File: src/bmh_ram.sv
// Generic single-write, single-read synchronous RAM with registered read data.
// No dependencies.
module bmh_ram #(
  parameter int WIDTH = 32,
  parameter int DEPTH = 128
) (
  input  logic                     clk_i,
  input  logic                     we_i,
  input  logic [$clog2(DEPTH)-1:0] waddr_i,
  input  logic [WIDTH-1:0]         wdata_i,
  input  logic [$clog2(DEPTH)-1:0] raddr_i,
  output logic [WIDTH-1:0]         rdata_o
);

  logic [WIDTH-1:0] mem_q [DEPTH];
  logic [WIDTH-1:0] rdata_q;

  // Write port and registered read port
  always_ff @(posedge clk_i) begin
    if (we_i) begin
      mem_q[waddr_i] <= wdata_i;
    end
    rdata_q <= mem_q[raddr_i];
  end

  assign rdata_o = rdata_q;

endmodule

File: config.mk
export PLATFORM = sky130hd
export DESIGN_NAME = bmh_ram
export DESIGN_NICKNAME = d
export VERILOG_FILES = /design/src/bmh_ram.sv
export SDC_FILE = /design/constraint.sdc
export NUM_CORES = 2
export LEC_CHECK = 0
export BUFFER_PORTS_ARGS = -buffer_cell sky130_fd_sc_hd__buf_4
export CAP_MARGIN = 30
export CORE_AREA = 2 2 502 504
export CTS_CLUSTER_SIZE = 20
export DETAILED_ROUTE_END_ITERATION = 6
export DIE_AREA = 0 0 504 506
export HOLD_SLACK_MARGIN = 0.06
export MAX_ROUTING_LAYER = met4
export PLACE_DENSITY = 0.76
export SLEW_MARGIN = 20
export SYNTH_ARGS = -nofsm -noshare
export SYNTH_HDL_FRONTEND = slang
export SYNTH_SLANG_ARGS = --single-unit
File: constraint.sdc
create_clock -name clk_i -period 5.63 [get_ports clk_i]
set_input_delay 1.126 -clock clk_i [delete_from_list [all_inputs] [get_ports clk_i]]
set_output_delay 1.126 -clock clk_i [all_outputs]
set_load 0.01 [all_outputs]
==> impl_metrics.yaml <==
setup_path:
  crit_family: "multiplexers"
  worst-path-buf-inv: 2
  cp.arrival_ns: 4.65
  r2r_cells: 4
  crit_type: "input port to register"
  cp_max_fo: 47
  cp-end-kind: "register"
  r2r_start: "mem_q[95][0]$_DFFE_PP_"
  critPathLaunchType: "input port"
  r2r_slack_ns: 2.79
  crit_top_cell: "mux4_2"
  path_cells: "buf_16 -> buf_4 -> mux4_2 -> mux4_2 -> mux4_2 -> mux2_2"
  r2r-end: "rdata_o[0]$_DFF_P_"
  critical-path-slowest-cell: "buf_4"
  required_ns: 6.46
  critPathMaxStageDelay_ns: 0.75
placed_design:
  dp_hpwl_um: 240000
  dpl.cell_count: 9421
  placed_cell_area_um2: 164000
  port_buffers: 79
  gp_congestion: 0.875
pwr:
  cellLeakagePower_nw: 54.6
  p_clk_frac: 0.418
  switching_power_mw: 14.0
  p_seq_frac: 0.528
  p_per_area_nw_per_um2: 365
  power.internal_mw: 50.7
  combPwrFrac: 0.055
  p_sw_frac: 0.217
  peakVddDrop_uv: 483
yosys:
  synthTopCellsByCount: "edfxtp_1 (4096), mux4_2 (1344), clkbuf_1 (182)"
  synth_area_per_cell_um2: 26.1
  ys.flop_type: "edfxtp_1"
  yosys-top-cells-area: "edfxtp_1 (79%), mux4_2 (19%), clkbuf_1 (0.44%), dfxtp_1 (0.41%), nor2_1 (0.29%)"
  synthCells: 5990
  ys_seq_elements: 4128
  synth-edff-count: 4096
  yosysMostFrequentCell: "edfxtp_1"
  synth_area_leader_cell: "edfxtp_1"
  async_reset_ff_frac: 0
  syn-cell-area_um2: 156000
  synth_top_area_frac: 0.787
  ys_types: 17
  seq_area_frac_synth: 0.791
  synth_fp_nets: 6038
  yosys_warnings: 0
min_path:
  worstHoldStart: "wdata_i[14]"
  min_to: "mem_q[105][14]$_DFFE_PP_"
  hold_class: "input port to register"
  whs_path_depth: 1
die:
  dieArea_um2: 255000
  start_util: 0.625
  core_area_um2: 250000
  die_y_um: 506
  die_w_um: 504
  rows: 184
  pin_count: 80
route:
  routed-via-count: 76200
  wire_per_inst_um: 45.8
  drt_iter0_drc: 14400
  ant_nets: 0
  drcViolationCount: 0
  firstDrtPassIters: 5
  routed_via_density: 7.46
  wirelength_um: 467000
clock_network:
  clock-root-buffer: "clkbuf_16"
  clock_sinks: 4128
  hold_buffers: 0
  ctsResizeCount: 0
  cts_setup_buffers: 0
  clockBufferDepth: 4
  clk_pin_slew_ns: 0.06
  insertion_delay_ns: 1.01
  tritoncts: "done"
  htree_levels: 5
  numCtsBuffers: 400
sta:
  relSlewSlack: 0.283
  rsz0062_at_grt: "false"
  max_freq_mhz: 262
  tightest_slew_ns: 1.07
  timing.final.crit_period_ns: 3.82
  fin_tns_setup_ns: 0
  worst_clock_skew_ns: 0.0944
  finalMaxSlewViolations: 0
  min_period_over_period: 0.679
  hold_viol_final: 0
  setup_viol: 0
global_route:
  grt_pass1_vias: 76000
  grt_pass1_wl_um: 629000
  track_usage: 0.376
  grt_max_degree: 88
  antenna_found_initial: 56
  overflow: 0
final_layout:
  postLayoutCoreUtil: 0.709
  final_area_um2: 177000
  drive_gt1_frac: 0.363
  area_growth_pct: 13.4
  layout.cells.non_filler: 10200
  layout.nets: 6535
  fillers: 13100
job:
  cap_violations: 0
status:
  outcome: "finished, final reports clean"
==> sequential cells by signal, summed over array words and instances (netlist names) <==
register and flops:
mem_q 4096, rdata_o 32
==> stage by stage <==
step,total power [mW],hold slack (ns),setup slack (ns)
floorplan,36.3,1.07,1.27
global placement,38.0,1.12,0.985
detailed placement,38.1,1.13,0.955
CTS,64.6,0.652,1.89
global route,65.7,0.492,1.79
finish,64.7,0.520,1.81
==> layer usage <==
metal  global-route usage  vias up  wire (µm)
li1                     -    27400          -
met1                0.464    39700     139000
met5                    -        -          0
met2                0.567     7571     225000
met4                0.240        0      36700
met3               0.0917     1425      67100
==> cells in the final DEF (no fill, tap or decap), types with 12 or more instances in the layout <==
| cell type | synthesis | final |
|---|---|---|
| edfxtp_1 | 4096 | 4096 |
| buf_4 | 3 | 333 |
| clkinv_2 | 0 | 55 |
| buf_12 | 0 | 61 |
| nor2_4 | 0 | 119 |
| bufinv_16 | 0 | 46 |
| mux4_2 | 1344 | 1344 |
| clkinv_1 | 0 | 92 |
| clkinvlp_4 | 0 | 12 |
| clkbuf_16 | 0 | 405 |
| diode_2 | 0 | 60 |
| mux2_2 | 32 | 32 |
| clkbuf_8 | 0 | 13 |
| dfxtp_1 | 32 | 32 |
| clkbuf_1 | 182 | 82 |
==> cell families (layout without fill, tap and decap cells) <==
group,after synthesis,count (layout),share of synthesized area
flops,4128,4128,0.791
mux,1376,1376,0.196
buf+inv,316,1131,0.00839
other cells,0,60,0
simple gates,170,170,0.00446
==> final cells by class <==
| type | count | area (µm²) | area share |
|---|---|---|---|
| clock buffers | 500 | 10600 | 0.0599 |
| well taps | 3348 | 4190 | 0.0236 |
| repair buffers | 411 | 4110 | 0.0232 |
| flip-flops and latches | 4128 | 124000 | 0.697 |
| clock inverters | 220 | 2270 | 0.0128 |
| multi-input cells | 1546 | 32300 | 0.182 |
| diodes | 60 | 150 | 0.000847 |
==> power by group through the flow <==
stage / logic (mW) / registers [mW] / clock network [mW]
2_1_floorplan: 1.64 / 34.6 / 0
3_3_place_gp: 3.25 / 34.8 / 0
3_5_place_dp: 3.32 / 34.8 / 0
4_1_cts: 3.41 / 34.1 / 27.0
5_1_grt: 3.56 / 34.1 / 28.0
6_report: 3.54 / 34.1 / 27.0
==> worst reg2reg max path: cells and delay by family (launching register included) <==
| family | cells | cell delay, ns |
|---|---|---|
| muxes | 4 | 2.25 |
| DFF | 1 | 0.43 |
==> worst max path at each step <==
stage | from | endpoint | cells after the start
2_1_floorplan | we_i | mem_q[98][0]$_DFFE_PP_ | 3
3_3_place_gp | raddr_i[0] | rdata_o[12]$_DFF_P_ | 6
3_5_place_dp | raddr_i[0] | rdata_o[13]$_DFF_P_ | 6
4_1_cts | raddr_i[0] | rdata_o[13]$_DFF_P_ | 6
5_1_grt | raddr_i[0] | rdata_o[13]$_DFF_P_ | 6
6_report | raddr_i[0] | rdata_o[13]$_DFF_P_ | 6
(Power assumes the default switching activity.)
